**src/swdh_pkg.sv**
```systemverilog
// ----------------------------------------------------------------------------
// SWD host package
// Shared widths, command codes, sequencer phases and the per-tick result type.
// ----------------------------------------------------------------------------
package swdh_pkg;

	localparam int unsigned WORD_W     = 32;
	localparam int unsigned FUNC_W     = 2;
	localparam int unsigned ADDR_W     = 2;
	localparam int unsigned ACK_W      = 3;
	localparam int unsigned RETRY_W    = 4;
	localparam int unsigned BITCNT_W   = 7;
	localparam int unsigned LIMIT_W    = BITCNT_W + 1;

	localparam logic [RETRY_W-1:0] RETRY_LIMIT_RST = 4'd15;

	// Line reset, recovery and field lengths, in bits.
	localparam logic [LIMIT_W-1:0] RESET_ONES         = 8'd64;
	localparam logic [LIMIT_W-1:0] RESET_ZEROS        = 8'd64;
	localparam logic [LIMIT_W-1:0] RECOVERY_IDLE_BITS = 8'd32;
	localparam logic [LIMIT_W-1:0] SWITCH_KEY_BITS    = 8'd16;
	localparam logic [LIMIT_W-1:0] REQ_BITS           = 8'd8;
	localparam logic [LIMIT_W-1:0] ACK_BITS           = 8'd3;
	localparam logic [LIMIT_W-1:0] DATA_BITS          = 8'd32;

	// JTAG-to-SWD switch key, sent LSB first.
	localparam logic [15:0] SWITCH_KEY = 16'hE79E;

	localparam logic [ACK_W-1:0] ACK_OK = 3'b001;

	// Command codes on the func field.
	localparam logic [FUNC_W-1:0] FUNC_START = 2'd0;
	localparam logic [FUNC_W-1:0] FUNC_LRST  = 2'd1;
	localparam logic [FUNC_W-1:0] FUNC_TICK  = 2'd2;

	typedef enum logic [3:0] {
		PH_IDLE    = 4'd0,
		PH_RST_HI1 = 4'd1,
		PH_RST_KEY = 4'd2,
		PH_RST_HI2 = 4'd3,
		PH_RST_LO  = 4'd4,
		PH_REQ     = 4'd5,
		PH_ACK     = 4'd6,
		PH_RDATA   = 4'd7,
		PH_RPAR    = 4'd8,
		PH_WDATA   = 4'd9,
		PH_WPAR    = 4'd10,
		PH_TRAIL   = 4'd11,
		PH_RECOVER = 4'd12
	} phase_t;

	typedef struct packed {
		logic              clock_pulse;
		logic              swdio_out;
		logic              swdio_oe;
		logic              done_res;
		logic              status;
		logic [WORD_W-1:0] read_data;
		logic [ACK_W-1:0]  last_ack;
		logic              busy_res;
	} swdh_result_t;

endpackage

```
**src/swdh_seq.sv**
```systemverilog
// ----------------------------------------------------------------------------
// SWD host pin sequencer
// Protocol state and the combinational result of one command or tick.
// ----------------------------------------------------------------------------
module swdh_seq
	import swdh_pkg::*;
(
	input  logic               clk,
	input  logic               arst_n,
	input  logic               step,
	input  logic [FUNC_W-1:0]  func,
	input  logic               ap_not_dp,
	input  logic               read_not_write,
	input  logic [ADDR_W-1:0]  reg_addr,
	input  logic [WORD_W-1:0]  write_data,
	input  logic               swdio_in,
	input  logic [RETRY_W-1:0] retry_limit,
	output swdh_result_t       res
);

	phase_t               phase_q, phase_d;
	logic [BITCNT_W-1:0]  bit_count_q, bit_count_d;
	logic [WORD_W-1:0]    shift_word_q, shift_word_d;
	logic                 host_drives_q, host_drives_d;
	logic [RETRY_W-1:0]   attempts_q, attempts_d;
	logic [3:0]           latched_req_q, latched_req_d;
	logic                 parity_acc_q, parity_acc_d;
	logic [WORD_W-1:0]    read_word_q, read_word_d;
	logic [ACK_W-1:0]     ack_bits_q, ack_bits_d;

	logic                 tick;
	logic                 need_drive;
	logic                 turn;
	logic [LIMIT_W-1:0]   bit_next;
	logic [LIMIT_W-1:0]   limit;
	logic                 last_bit;
	logic [ACK_W-1:0]     ack_acc;
	logic                 wbit;
	logic [RETRY_W-1:0]   attempts_inc;
	logic                 give_up;
	logic [7:0]           req_byte;

	// Request: start, APnDP, RnW, A[3:2], parity, stop, park.
	always_comb begin
		req_byte = {1'b1, 1'b0, ^latched_req_q, latched_req_q[3:2],
			latched_req_q[1], latched_req_q[0], 1'b1};
	end

	always_comb begin
		case (phase_q)
			PH_RST_HI1, PH_RST_HI2: limit = RESET_ONES;
			PH_RST_KEY:             limit = SWITCH_KEY_BITS;
			PH_RST_LO:              limit = RESET_ZEROS;
			PH_REQ:                 limit = REQ_BITS;
			PH_ACK:                 limit = ACK_BITS;
			PH_RDATA, PH_WDATA:     limit = DATA_BITS;
			PH_RECOVER:             limit = RECOVERY_IDLE_BITS;
			default:                limit = LIMIT_W'(1);
		endcase
	end

	assign tick         = step && (func == FUNC_TICK) && (phase_q != PH_IDLE);
	assign need_drive   = !(phase_q == PH_ACK || phase_q == PH_RDATA || phase_q == PH_RPAR);
	assign turn         = tick && (need_drive != host_drives_q);
	assign bit_next     = {1'b0, bit_count_q} + LIMIT_W'(1);
	assign last_bit     = bit_next >= limit;
	assign ack_acc      = ack_bits_q | (ACK_W'(swdio_in) << bit_count_q[1:0]);
	assign wbit         = shift_word_q[bit_count_q[4:0]];
	assign attempts_inc = attempts_q + RETRY_W'(1);
	assign give_up      = attempts_inc >= retry_limit;

	// Next state
	always_comb begin
		phase_d       = phase_q;
		bit_count_d   = bit_count_q;
		shift_word_d  = shift_word_q;
		host_drives_d = host_drives_q;
		attempts_d    = attempts_q;
		latched_req_d = latched_req_q;
		parity_acc_d  = parity_acc_q;
		read_word_d   = read_word_q;
		ack_bits_d    = ack_bits_q;
		if (step && func == FUNC_START && phase_q == PH_IDLE) begin
			latched_req_d = {reg_addr, read_not_write, ap_not_dp};
			shift_word_d  = write_data;
			attempts_d    = '0;
			bit_count_d   = '0;
			phase_d       = PH_REQ;
		end else if (step && func == FUNC_LRST && phase_q == PH_IDLE) begin
			host_drives_d = 1'b0;
			bit_count_d   = '0;
			phase_d       = PH_RST_HI1;
		end else if (turn) begin
			host_drives_d = need_drive;
		end else if (tick) begin
			bit_count_d = last_bit ? '0 : bit_next[BITCNT_W-1:0];
			unique case (phase_q)
				PH_RST_HI1: if (last_bit) phase_d = PH_RST_KEY;
				PH_RST_KEY: if (last_bit) phase_d = PH_RST_HI2;
				PH_RST_HI2: if (last_bit) phase_d = PH_RST_LO;
				PH_RST_LO:  if (last_bit) phase_d = PH_IDLE;
				PH_REQ: begin
					if (last_bit) begin
						phase_d    = PH_ACK;
						ack_bits_d = '0;
					end
				end
				PH_ACK: begin
					ack_bits_d = ack_acc;
					if (last_bit) begin
						parity_acc_d = 1'b0;
						if (ack_acc != ACK_OK) begin
							phase_d = PH_RECOVER;
						end else if (latched_req_q[1]) begin
							shift_word_d = '0;
							phase_d      = PH_RDATA;
						end else begin
							phase_d = PH_WDATA;
						end
					end
				end
				PH_RDATA: begin
					shift_word_d = shift_word_q | (WORD_W'(swdio_in) << bit_count_q[4:0]);
					parity_acc_d = parity_acc_q ^ swdio_in;
					if (last_bit) phase_d = PH_RPAR;
				end
				PH_RPAR: begin
					bit_count_d = '0;
					if (swdio_in == parity_acc_q) begin
						read_word_d = shift_word_q;
						phase_d     = PH_TRAIL;
					end else begin
						phase_d = PH_RECOVER;
					end
				end
				PH_WDATA: begin
					parity_acc_d = parity_acc_q ^ wbit;
					if (last_bit) phase_d = PH_WPAR;
				end
				PH_WPAR: begin
					bit_count_d = '0;
					phase_d     = PH_TRAIL;
				end
				PH_TRAIL: begin
					bit_count_d = '0;
					phase_d     = PH_IDLE;
				end
				PH_RECOVER: begin
					if (last_bit) begin
						attempts_d = attempts_inc;
						phase_d    = give_up ? PH_IDLE : PH_REQ;
					end
				end
				default: begin
					phase_d     = PH_IDLE;
					bit_count_d = '0;
				end
			endcase
		end
	end

	// Result of this step
	always_comb begin
		logic dbit;
		logic known;
		dbit  = 1'b0;
		known = 1'b1;
		res.done_res = 1'b0;
		res.status   = 1'b0;
		if (tick && !turn) begin
			unique case (phase_q)
				PH_RST_HI1, PH_RST_HI2: dbit = 1'b1;
				PH_RST_KEY: dbit = SWITCH_KEY[bit_count_q[3:0]];
				PH_RST_LO:  res.done_res = last_bit;
				PH_REQ:     dbit = req_byte[bit_count_q[2:0]];
				PH_WDATA:   dbit = wbit;
				PH_WPAR:    dbit = parity_acc_q;
				PH_TRAIL:   res.done_res = 1'b1;
				PH_RECOVER: begin
					res.done_res = last_bit && give_up;
					res.status   = last_bit && give_up;
				end
				PH_ACK, PH_RDATA, PH_RPAR: dbit = 1'b0;
				default: known = 1'b0;
			endcase
		end
		res.clock_pulse = tick && known;
		res.swdio_oe    = turn ? 1'b0 : host_drives_d;
		res.swdio_out   = dbit && !turn && host_drives_d;
		res.read_data   = read_word_d;
		res.last_ack    = ack_bits_d;
		res.busy_res    = phase_d != PH_IDLE;
	end

	always_ff @(posedge clk or negedge arst_n) begin
		if (!arst_n) begin
			phase_q       <= PH_IDLE;
			bit_count_q   <= '0;
			shift_word_q  <= '0;
			host_drives_q <= 1'b0;
			attempts_q    <= '0;
			latched_req_q <= '0;
			parity_acc_q  <= 1'b0;
			read_word_q   <= '0;
			ack_bits_q    <= '0;
		end else if (step) begin
			phase_q       <= phase_d;
			bit_count_q   <= bit_count_d;
			shift_word_q  <= shift_word_d;
			host_drives_q <= host_drives_d;
			attempts_q    <= attempts_d;
			latched_req_q <= latched_req_d;
			parity_acc_q  <= parity_acc_d;
			read_word_q   <= read_word_d;
			ack_bits_q    <= ack_bits_d;
		end
	end

	a_idle_holds: assert property (@(posedge clk) disable iff (!arst_n)
		(phase_q == PH_IDLE && !step) |=> phase_q == PH_IDLE)
		else $error("sequencer left idle without a command");

	a_done_to_idle: assert property (@(posedge clk) disable iff (!arst_n)
		(step && res.done_res) |=> phase_q == PH_IDLE)
		else $error("command reported done but sequencer still busy");

	a_target_phase_released: assert property (@(posedge clk) disable iff (!arst_n)
		(tick && (phase_q == PH_ACK || phase_q == PH_RDATA || phase_q == PH_RPAR))
		|-> !res.swdio_oe)
		else $error("host drives the pin while the target owns it");

	a_ack_count: assert property (@(posedge clk) disable iff (!arst_n)
		(phase_q == PH_ACK) |-> bit_count_q < BITCNT_W'(ACK_BITS))
		else $error("acknowledge bit count out of range");

endmodule

```
**config.mk**
```make
export PLATFORM = sky130hd
export DESIGN_NAME = swdh_seq
export DESIGN_NICKNAME = d
export VERILOG_FILES = /design/src/swdh_pkg.sv /design/src/swdh_seq.sv
export SDC_FILE = /design/constraint.sdc
export NUM_CORES = 1
export LEC_CHECK = 0
export BUFFER_PORTS_ARGS = -buffer_cell sky130_fd_sc_hd__buf_2
export CAP_MARGIN = 25
export CORE_MARGIN = 2
export CORE_UTILIZATION = 35
export CTS_CLUSTER_DIAMETER = 30
export DETAILED_ROUTE_END_ITERATION = 12
export PLACE_DENSITY = 0.63
export SYNTH_ARGS = -nofsm -noshare
export SYNTH_HDL_FRONTEND = slang
export SYNTH_SLANG_ARGS = --single-unit
```
**constraint.sdc**
```tcl
create_clock -name clk -period 7 [get_ports clk]
set_clock_uncertainty 0.15 [all_clocks]
set_input_delay 0.35 -clock clk [delete_from_list [all_inputs] [get_ports clk]]
set_output_delay 0.35 -clock clk [all_outputs]
set_load 0.01 [all_outputs]
```
---- Word-level counts from Yosys, hierarchy flattened ----
Memories as Yosys holds them, arrays and structs flattened.
Index checks and enable logic that the tools add are counted.
cells by class
  add/sub/neg operators ................... 2
  multiply operators ...................... 0
  divide/modulo/power cells ............... 0
  order comparisons ....................... 5
  eq/ne operators ......................... 24
  shift operators ......................... 2
  muxes and demuxes ....................... 68
  bitwise operators ....................... 7
  reduce and logical (&&, ||, !) cells .... 35
operators by type and width
  kind                                                   number
  two-way mux 32 bit                                     13
  two-way mux 4 bit                                      21
  case mux 32 bit (2 select lines)                       1
  case mux 4 bit (11 select lines)                       1
  two-way mux 7 bit                                      6
  bitwise OR 32 bit                                      1
  left shift 1 x 5 -> 32 bit                             1
  two-way mux 3 bit                                      7
  == test 4 bit, second input constant                   5
  == test 4 x 3 -> 1 bit, second input constant          4
  logical AND 1 bit                                      12
  two-way mux 1 bit                                      12
  OR reduction 12 bit                                    1
  nonzero test 3 bit                                     3
  OR reduction 9 bit                                     1
  adder 7 x 1 -> 8 bit, second input constant            1
  == test 4 x 2 -> 1 bit, second input constant          2
  greater-or-equal comparator 8 bit                      1
  AND reduction 8 bit                                    1
  nonzero test 4 bit                                     2
  AND reduction 7 bit                                    1
  < comparator 5 x 6 -> 1 bit, second input constant     1
  inequality test 3 x 1 -> 1 bit, second input constant  2
  inequality test 3 x 2 -> 1 bit, second input constant  2
  32 further kinds                                       41
word-level totals
  register bits ........................... 88
  bits in latches ......................... 0
  memory bits (writable) .................. 0
  bits in read-only memories .............. 112
  output and inout port bits .............. 41
  memories ................................ 2
memories
  memory           depth  width  read ports  clocked after Yosys merged registers in  wr ports  line             text
  (no name shown)  16     6      1           0                                        0         swdh_seq.sv:50   case (phase_q)
  (no name shown)  16     1      1           0                                        0         swdh_seq.sv:173  PH_RST_KEY: dbit = SWITCH_KEY[bit_count_q[3:0]];

---- Logic depth before layout (Yosys ltp) ----
Gate-level depths: netlist of run 1.
  word-level depth ........................ 11
  mapped depth ............................ 15

---- Worst setup path after synthesis of run 1 ----
Ideal clock, no wire load.
  kind .................................... flip-flop to output port
  from .................................... register phase_q[0]
  to ...................................... output port res[0] (netlist name)
  data arrival time ....................... 3.604 ns
  path slack .............................. 2.896 ns
  cell stages (with the launch flop) ...... 13
  path buffers ............................ 3
  cells stage by stage .................... dfrtp_1 > clkbuf_1 > clkbuf_1 > clkbuf_1 > nand2_1 > and2_1 > ha_1 > a21o_1 > a221oi_1 > nand2_1 > o32a_1 > o31a_1 > or4_1
RTL lines
  element                   line             text
  start: declaration        swdh_seq.sv:21   phase_t phase_q, phase_d;
  start signal: assignment  swdh_seq.sv:207  phase_q <= phase_d;
  end: declaration          swdh_seq.sv:18   output swdh_result_t res

==> results_tabular.tex, run 1 <==
\begin{tabular}{lr}
\hline
Metric & Value \\
\hline
\multicolumn{2}{l}{\textbf{STA}} \\
\quad Time the final worst path needs with I/O delays and setup & approximately 5.0 ns \\
\quad Max Clk Rate & between 0.15 and 0.2 GHz \\
\quad Final hold slack & approximately 0.1 ns \\
\quad Fin. Hold Viols & 0 \\
\quad Final setup violation count & 0 \\
\quad Fin crit share & 0.7151 \\
\quad Pins Over Slew Limit & 0 \\
\quad Setup TNS & 0 ns \\
\quad Slew headroom & 0.3930 \\
\quad Worst slew pin tran & between 0.9 and 1 ns \\
\quad RSZ-0062 raised after global routing & no \\
\multicolumn{2}{l}{\textbf{Status}} \\
\quad Result of the run & finished clean \\
\multicolumn{2}{l}{\textbf{Finish}} \\
\quad Count of filler cells inserted in the layout & approximately 1,600 \\
\quad \# diodes & 0 \\
\quad Layout overhead on the synthesized area & 15.92\% \\
\quad Share of post-route cells with drive strength above 1 & 0.2780 \\
\quad Leading cell type in the layout, fill and taps excluded & sky130\_fd\_sc\_hd\_\_nand2\_1 \\
\quad Most frequent cells in the layout & 130 x sky130\_fd\_sc\_hd\_\_nand2\_1, 88 x sky130\_fd\_sc\_hd\_\_dfrtp\_1, 85 x sky130\_fd\_sc\_hd\_\_buf\_2, 83 x sky130\_fd\_sc\_hd\_\_a21oi\_1, 68 x sky130\_fd\_sc\_hd\_\_mux2\_2 \\
\quad Total number of nets in the final design & $\sim$740 \\
\multicolumn{2}{l}{\textbf{Clock tree}} \\
\quad Sinks on the clock net & 88 \\
\quad CTS tree & built \\
\quad Post-CTS setup buffer count & 0 \\
\quad Clock latency on the worst-skew pair & 0.35 ns \\
\quad Clock transition at the register clock pins on the worst setup and hold paths after CTS & roughly 0.07 ns \\
\quad CTS buffer count & 9 \\
\quad Buffers from clock root to sink, at most & 2 \\
\quad Clock H-tree levels & 3 \\
\quad Clk Tree Root Cell & sky130\_fd\_sc\_hd\_\_clkbuf\_16 \\
\multicolumn{2}{l}{\textbf{Power and ir drop}} \\
\quad Power density cells & about 190 nW/um2 \\
\quad Leak Pwr & about 0.0032 uW \\
\quad Maximum ir drop on the vdd rail & 0.09453 mV \\
\multicolumn{2}{l}{\textbf{Die}} \\
\quad Die area & approximately 17,000 um2 \\
\quad Number of primary I/O pins & 87 \\
\quad Standard-cell rows & 46 \\
\quad Width of the chip & $\sim$130 um \\
\quad Initial cell density of the core & 0.3543 \\
\quad Floorplan die height & around 130 um \\
\quad CORE AREA & 15,770 um2 \\
\multicolumn{2}{l}{\textbf{Worst setup path}} \\
\quad Worst EP required & approximately 6.5 ns \\
\quad Type of the worst setup path & reg2out \\
\quad Critical Path Start Type & register \\
\quad Critical path data arrival time & approximately 4.5 ns \\
\quad Critical path, cell by cell & nand3b\_1, o21ai\_0, nand2\_1, and2\_1, ha\_1, a21o\_1, a221oi\_1, nand2\_1, o32a\_1, o31a\_1, or4\_1, buf\_2 \\
\quad Worst path most repeated cell & sky130\_fd\_sc\_hd\_\_nand2\_1 \\
\quad R2R setup slack & roughly 3 ns \\
\quad Max FO, Critical Path & 23 \\
\quad Biggest cell delay along the critical path & between 0.8 and 0.9 ns \\
\quad Slowest cell on the critical path & sky130\_fd\_sc\_hd\_\_dfrtp\_1 \\
\quad Crit. End Element & primary output \\
\multicolumn{2}{l}{\textbf{Yosys}} \\
\quad Number of synthesized register bits & just under 90 \\
\quad Total nets after synthesis & around 680 \\
\quad Main synth FF type & sky130\_fd\_sc\_hd\_\_dfrtp\_1 \\
\quad Fraction of registers with async set/reset & 1.000 \\
\quad Sequential share of the synthesized area & 0.3942 \\
\quad Distinct cells, synth & 58 \\
\quad Number of synthesized flops with an enable pin & 0 \\
\quad Warnings, synthesis & 0 \\
\quad Mapped Avg Cell Area & between 8 and 9 um2 \\
\quad Cells after Synth & slightly above 600 \\
\quad Cell area after technology mapping & 5587 um2 \\
\multicolumn{2}{l}{\textbf{Detailed routing}} \\
\quad Number of routed nets with antenna violations & 0 \\
\quad Violation count after the first detailed-route iteration & around 350 \\
\quad Via density per instance & around 5.2 \\
\quad Post-detailed-routing wire length & $\sim$15,000 um \\
\quad Pre-Repair DR Iteration Count & 5 \\
\quad Via Count & 4,736 \\
\quad Remaining DRCs & 0 \\
\quad Average detailed-routed wire length per instance & about 16 um \\
\multicolumn{2}{l}{\textbf{GRT}} \\
\quad Overall fraction of global-route tracks in use & 0.1805 \\
\quad First-pass GRT wire length & roughly 24,000 um \\
\quad Pin count of the biggest net entering global routing & 65 \\
\quad Number of global-route vias before repair & 4,591 \\
\quad Global route total overflow & 0 \\
\quad Antenna violations before repair & 0 \\
\multicolumn{2}{l}{\textbf{Worst hold path}} \\
\quad Type of the most critical hold path & in2reg \\
\multicolumn{2}{l}{\textbf{Place}} \\
\quad Gp weighted congestion & about 0.90 \\
\quad Sum of net half-perimeters after detailed placement & roughly 11,000 um \\
\quad PortBufs & 86 \\
\multicolumn{2}{l}{\textbf{Job}} \\
\quad Max-cap violation count & 0 \\
\hline
\end{tabular}
==> Yosys cell counts, types with 2 or more instances <==
cell                         n  area share
sky130_fd_sc_hd__nand2_1   130       0.087
sky130_fd_sc_hd__dfrtp_1    88        0.39
sky130_fd_sc_hd__a21oi_1    83       0.074
sky130_fd_sc_hd__mux2_2     68        0.14
sky130_fd_sc_hd__nor2_1     41       0.028
sky130_fd_sc_hd__clkbuf_1   27       0.018
sky130_fd_sc_hd__o21ai_0    18       0.016
sky130_fd_sc_hd__ha_1       14       0.031
sky130_fd_sc_hd__nor3_1     12       0.011
sky130_fd_sc_hd__buf_2      11      0.0099
sky130_fd_sc_hd__inv_1       9      0.0060
sky130_fd_sc_hd__xnor2_1     9       0.014
sky130_fd_sc_hd__mux4_2      8       0.032
sky130_fd_sc_hd__nand3_1     8      0.0072
sky130_fd_sc_hd__nor2b_1     8      0.0090
sky130_fd_sc_hd__nand2b_1    6      0.0067
sky130_fd_sc_hd__mux2i_1     5      0.0090
sky130_fd_sc_hd__a211oi_1    4      0.0054
sky130_fd_sc_hd__a21o_1      4      0.0054
sky130_fd_sc_hd__and2_1      4      0.0045
sky130_fd_sc_hd__buf_1       4      0.0027
sky130_fd_sc_hd__xor2_1      4      0.0063
sky130_fd_sc_hd__a32oi_1     3      0.0047
sky130_fd_sc_hd__and3_1      3      0.0034
sky130_fd_sc_hd__nand3b_1    3      0.0040
sky130_fd_sc_hd__o31a_1      3      0.0047
sky130_fd_sc_hd__o41ai_1     3      0.0047
sky130_fd_sc_hd__a211o_1     2      0.0031
sky130_fd_sc_hd__a21boi_0    2      0.0027
sky130_fd_sc_hd__a221oi_1    2      0.0031
sky130_fd_sc_hd__a31oi_1     2      0.0022
sky130_fd_sc_hd__nand4_1     2      0.0022
sky130_fd_sc_hd__nor3b_1     2      0.0027
sky130_fd_sc_hd__o21a_1      2      0.0027
sky130_fd_sc_hd__o22ai_1     2      0.0022
sky130_fd_sc_hd__o32a_1      2      0.0036
sky130_fd_sc_hd__or3_1       2      0.0022
==> state kept, by name (all words and copies together), names as in the netlist <==
register and count:
latched_req_q 4, read_word_q 32, ack_bits_q 3, parity_acc_q 1
host_drives_q 1, shift_word_q 32, bit_count_q 7, phase_q 4
attempts_q 4
==> critical path: cells and delay by family (launching register included) <==
kind            cells  cell delay [ns]
fa+ha+maj           1             0.30
flops               1             0.81
buf+inv             1             0.15
compound gates      5             1.50
simple gates        5             1.39
==> per-layer routing <==
metal	routed length, um	global-route usage	up-vias
li1	-	-	2315
met1	6554	0.2492	2275
met2	7225	0.2889	123
met3	617	0.02460	23
met4	294	0.07009	0
met5	0	0	-
==> path summary, 6_finish.rpt <==
check / startpoint / end / depth (start not counted)
max in group asynchronous: arst_n / read_word_q[7]$_DFFE_PN0P_ / 3
hold / removal: reg_addr[1] / latched_req_q[3]$_DFFE_PN0P_ / 2
min in group asynchronous: arst_n / read_word_q[28]$_DFFE_PN0P_ / 2
setup / recovery: phase_q[2]$_DFFE_PN0P_ / res[0] / 12
hold reg to reg: read_word_q[3]$_DFFE_PN0P_ / read_word_q[3]$_DFFE_PN0P_ / 1
setup reg to reg: phase_q[2]$_DFFE_PN0P_ / shift_word_q[14]$_DFFE_PN0P_ / 13
==> stage by stage <==
stage | setup slack (ns) | instances | cell area, um2 | util | total power [uW]
CTS | 1.875 | 902 | 6461 | 0.4097 | 1241
floorplan | 2.896 | 621 | 5587 | - | 702.0
global placement | 2.301 | 887 | 6173 | 0.3915 | 769.2
detailed placement | 2.238 | 887 | 6173 | 0.3915 | 771.5
finish | 1.995 | 903 | 6476 | 0.4107 | 1240
global route | 1.697 | 903 | 6476 | 0.4107 | 1298
==> report_power, final <==
part	leakage, uW	internal, uW	switching (uW)
logic	0.00184	85.6	117
clock network	0.000128	273	197
registers	0.00122	517	49.1
total	0.00318	876	364
==> area by class of cell <==
| type | instances | area [um2] | share of cell area |
|---|---|---|---|
| clock inverter | 3 | 45.04 | 0.006955 |
| clock buffer | 11 | 232.7 | 0.03594 |
| sequential | 88 | 2202 | 0.3400 |
| timing repair buffer | 94 | 503.0 | 0.07767 |
| tap | 216 | 270.3 | 0.04173 |
| inverter | 9 | 33.78 | 0.005216 |
| multi-input combinational | 482 | 3189 | 0.4925 |
==> timing repair <==
item / 4_1_cts / 5_1_grt
endpoints found under the setup margin: 0 / 0
hold endpoints to repair: 36 / 0
hold buffers: 1 / 0
resized for setup: 0 / 0
==> cell families after synthesis <==
logic type	after synthesis	synth area share
xor+xnor	13	0.02038
fa+ha+maj	14	0.03136
mux	81	0.1783
compound gates	142	0.1545
flops	88	0.3942
simple gates	232	0.1846
buf+inv	51	0.03673
No activity file was read; power rests on OpenSTA's default activity.
==> run 2, diff against run 1 <==
- clock period: 7 -> 4.7 ns (I/O delays scaled with it)
==> run 2 against run 1 <==
  * Clock power is 49% higher
  * Sequential cell count stayed put
  * Critical endpoint unchanged
  * Power is 51% higher
  * Non-clock buffer count is 21 higher
  * Sequential share of layout area is 1.0 points lower
  * Die area stayed put
  * Highest routed layer unchanged
  * Global-route usage is 0.089 points higher
==> results_tabular.tex, run 2 (synthesized netlist as in run 1, its figures left out) <==
\begin{tabular}{lr}
\hline
Metric & Value \\
\hline
\multicolumn{2}{l}{\textbf{Power and ir drop}} \\
\quad Leak Pwr & $\sim$0.0033 uW \\
\quad Internal power & about 1300 uW \\
\quad Clock power share & 0.373 \\
\quad Switching pwr & between 500 and 600 uW \\
\quad Power density cells & 280.6 nW/um2 \\
\quad Sequential cell fraction of total power & 0.421 \\
\quad Maximum ir drop on the vdd rail & around 0.15 mV \\
\quad Comb pwr share & 0.206 \\
\quad Sw Ratio & 0.3098 \\
\multicolumn{2}{l}{\textbf{STA}} \\
\quad Pins Over Slew Limit & 0 \\
\quad Fin crit share & 0.9455 \\
\quad Slew headroom & 0.3875 \\
\quad Fin. Hold Viols & 0 \\
\quad Worst slew pin tran & just over 0.9 ns \\
\quad Time the final worst path needs with I/O delays and setup & about 4.4 ns \\
\quad RSZ-0062 raised after global routing & no \\
\quad Setup TNS & 0 ns \\
\quad Max Clk Rate & between 0.2 and 0.25 GHz \\
\quad Final setup violation count & 0 \\
\quad Final hold slack & 0.007806 ns \\
\multicolumn{2}{l}{\textbf{Clock tree}} \\
\quad Post-CTS setup buffer count & 0 \\
\quad Buffers from clock root to sink, at most & 2 \\
\quad Sinks on the clock net & 88 \\
\quad Clk Tree Root Cell & sky130\_fd\_sc\_hd\_\_clkbuf\_16 \\
\quad Clock H-tree levels & 3 \\
\quad Clock latency on the worst-skew pair & between 0.3 and 0.4 ns \\
\quad Clock transition at the register clock pins on the worst setup and hold paths after CTS & $\sim$0.070 ns \\
\quad CTS tree & built \\
\quad CTS buffer count & 9 \\
\multicolumn{2}{l}{\textbf{Worst setup path}} \\
\quad Type of the worst setup path & reg2out \\
\quad R2R setup slack & 0.97 ns \\
\quad Critical path data arrival time & 4.06 ns \\
\quad Worst path most repeated cell & sky130\_fd\_sc\_hd\_\_nand2\_1 \\
\quad Critical path, cell by cell & inv\_1, nand2\_1, o21ai\_0, nand2\_1, and2\_1, ha\_1, a21o\_1, a221oi\_2, nand2\_1, o32a\_1, o31a\_1, or4\_1, buf\_2 \\
\quad Cell class contributing the biggest share of worst-path delay & compound AO/OA/AOI/OAI gates \\
\quad Crit. End Element & primary output \\
\quad Max FO, Critical Path & 12 \\
\quad Slowest cell on the critical path & sky130\_fd\_sc\_hd\_\_or4\_1 \\
\quad Biggest cell delay along the critical path & around 0.54 ns \\
\quad Critical Path Start Type & register \\
\quad Worst EP required & around 4.3 ns \\
\quad Count of buffering cells on the critical path with inverters included & 2 \\
\multicolumn{2}{l}{\textbf{Die}} \\
\quad CORE AREA & 15,770 um2 \\
\quad Initial cell density of the core & 0.3543 \\
\quad Width of the chip & roughly 130 um \\
\quad Standard-cell rows & 46 \\
\quad Floorplan die height & about 130 um \\
\quad Die area & around 17,000 um2 \\
\quad Number of primary I/O pins & slightly below 90 \\
\multicolumn{2}{l}{\textbf{Detailed routing}} \\
\quad Topmost layer with routed signal wires & met4 \\
\quad Average detailed-routed wire length per instance & between 15 and 20 um \\
\quad Violation count after the first detailed-route iteration & 310 \\
\quad Via density per instance & $\sim$5.3 \\
\quad Met3 routed wirelength & roughly 730 um \\
\quad Met2 layer wire length in the routed design & between 7000 and 8000 um \\
\quad Remaining DRCs & 0 \\
\quad Via Count & 4,921 \\
\quad Number of routed nets with antenna violations & 0 \\
\quad Pre-Repair DR Iteration Count & 5 \\
\quad Routed met1 length & roughly 7000 um \\
\quad Post-detailed-routing wire length & about 15,000 um \\
\multicolumn{2}{l}{\textbf{Finish}} \\
\quad Count of filler cells inserted in the layout & around 1,600 \\
\quad Count of placed standard cells in the final layout, fillers left out & 927 \\
\quad Layout overhead on the synthesized area & 19.53\% \\
\quad Final core utilization & 0.4234 \\
\quad Total number of nets in the final design & between 700 and 800 \\
\quad Final instance area & roughly 6700 um2 \\
\quad Share of post-route cells with drive strength above 1 & 0.2901 \\
\quad Registers with the most flip-flops & read\_word\_q: 32 flops, shift\_word\_q: 32 flops, bit\_count\_q: 7 flops \\
\quad Most frequent cells in the layout & 130 x sky130\_fd\_sc\_hd\_\_nand2\_1, 88 x sky130\_fd\_sc\_hd\_\_dfrtp\_1, 85 x sky130\_fd\_sc\_hd\_\_buf\_2, 83 x sky130\_fd\_sc\_hd\_\_a21oi\_1, 68 x sky130\_fd\_sc\_hd\_\_mux2\_2 \\
\quad Leading cell type in the layout, fill and taps excluded & sky130\_fd\_sc\_hd\_\_nand2\_1 \\
\multicolumn{2}{l}{\textbf{Status}} \\
\quad Result of the run & finished clean \\
\multicolumn{2}{l}{\textbf{GRT}} \\
\quad Pin count of the biggest net entering global routing & 65 \\
\quad Number of global-route vias before repair & 4,614 \\
\quad Overall fraction of global-route tracks in use & 0.1814 \\
\quad Antenna violations before repair & 0 \\
\quad First-pass GRT wire length & between 20,000 and 25,000 um \\
\quad Global route total overflow & 0 \\
\multicolumn{2}{l}{\textbf{Worst hold path}} \\
\quad Type of the most critical hold path & in2reg \\
\multicolumn{2}{l}{\textbf{Place}} \\
\quad Sum of net half-perimeters after detailed placement & between 10,000 and 15,000 um \\
\quad Area of placed instances & roughly 6300 um2 \\
\quad Cell Count Post-Placement & between 800 and 900 \\
\quad Gp weighted congestion & 0.9284 \\
\quad PortBufs & 86 \\
\multicolumn{2}{l}{\textbf{Job}} \\
\quad Max-cap violation count & 0 \\
\hline
\end{tabular}
==> run 2: power by group through the flow <==
stage | combinational [uW] | clock (uW) | sequential (uW)
after floorplan | 245 | 0 | 801
after global placement | 380 | 0 | 802
after detailed placement | 377 | 0 | 802
after CTS | 388 | 710 | 788
after global routing | 428 | 745 | 790
final | 386 | 700 | 788
==> run 2: stage by stage <==
| stage | setup WS (ns) | total power, uW |
|---|---|---|
| CTS | 0.1193 | 1886 |
| finish | 0.2561 | 1874 |
| global placement | 0.5990 | 1182 |
| floorplan | 0.7110 | 1046 |
| detailed placement | 0.5189 | 1180 |
| global route | 0.02286 | 1963 |
==> run 2: metal layers <==
layer  GRT usage  up-vias
li1            -     2363
met1      0.2510     2387
met2      0.2926      146
met3     0.02829       25
met4     0.05882        0
met5           0        -
==> run 2: tightest hold or removal path, stage by stage <==
cell                      delay, ns
sky130_fd_sc_hd__buf_2         0.10
sky130_fd_sc_hd__nand2_1       0.07
sky130_fd_sc_hd__a21oi_1       0.06
==> run 2: final timing paths <==
| kind | depth (start not counted) | from | end |
|---|---|---|---|
| max | 13 | phase_q[2]$_DFFE_PN0P_ | res[0] |
| min | 3 | write_data[7] | shift_word_q[7]$_DFFE_PN0P_ |
| max reg2reg | 12 | bit_count_q[3]$_DFFE_PN0P_ | shift_word_q[25]$_DFFE_PN0P_ |
| min reg2reg | 1 | read_word_q[10]$_DFFE_PN0P_ | read_word_q[10]$_DFFE_PN0P_ |
| max in group asynchronous | 3 | arst_n | read_word_q[1]$_DFFE_PN0P_ |
| min in group asynchronous | 2 | arst_n | read_word_q[28]$_DFFE_PN0P_ |
==> run 2: area by class of cell <==
| cell class | count | area [um2] | area share |
|---|---|---|---|
| clock buffers | 10 | 239.0 | 0.03579 |
| well taps | 216 | 270.3 | 0.04047 |
| clock inverters | 6 | 41.29 | 0.006183 |
| flip-flops and latches | 88 | 2202 | 0.3298 |
| diodes | 1 | 2.502 | 0.0003747 |
| repair buffers | 115 | 693.2 | 0.1038 |
| inverters | 9 | 33.78 | 0.005059 |
| multi-input cells | 482 | 3196 | 0.4785 |
==> run 2: what timing repair did <==
action,4_1_cts,5_1_grt
endpoints found under the setup margin,0,1
hold buffers,12,0
gates resized for setup,0,1
hold endpoints to repair,53,0
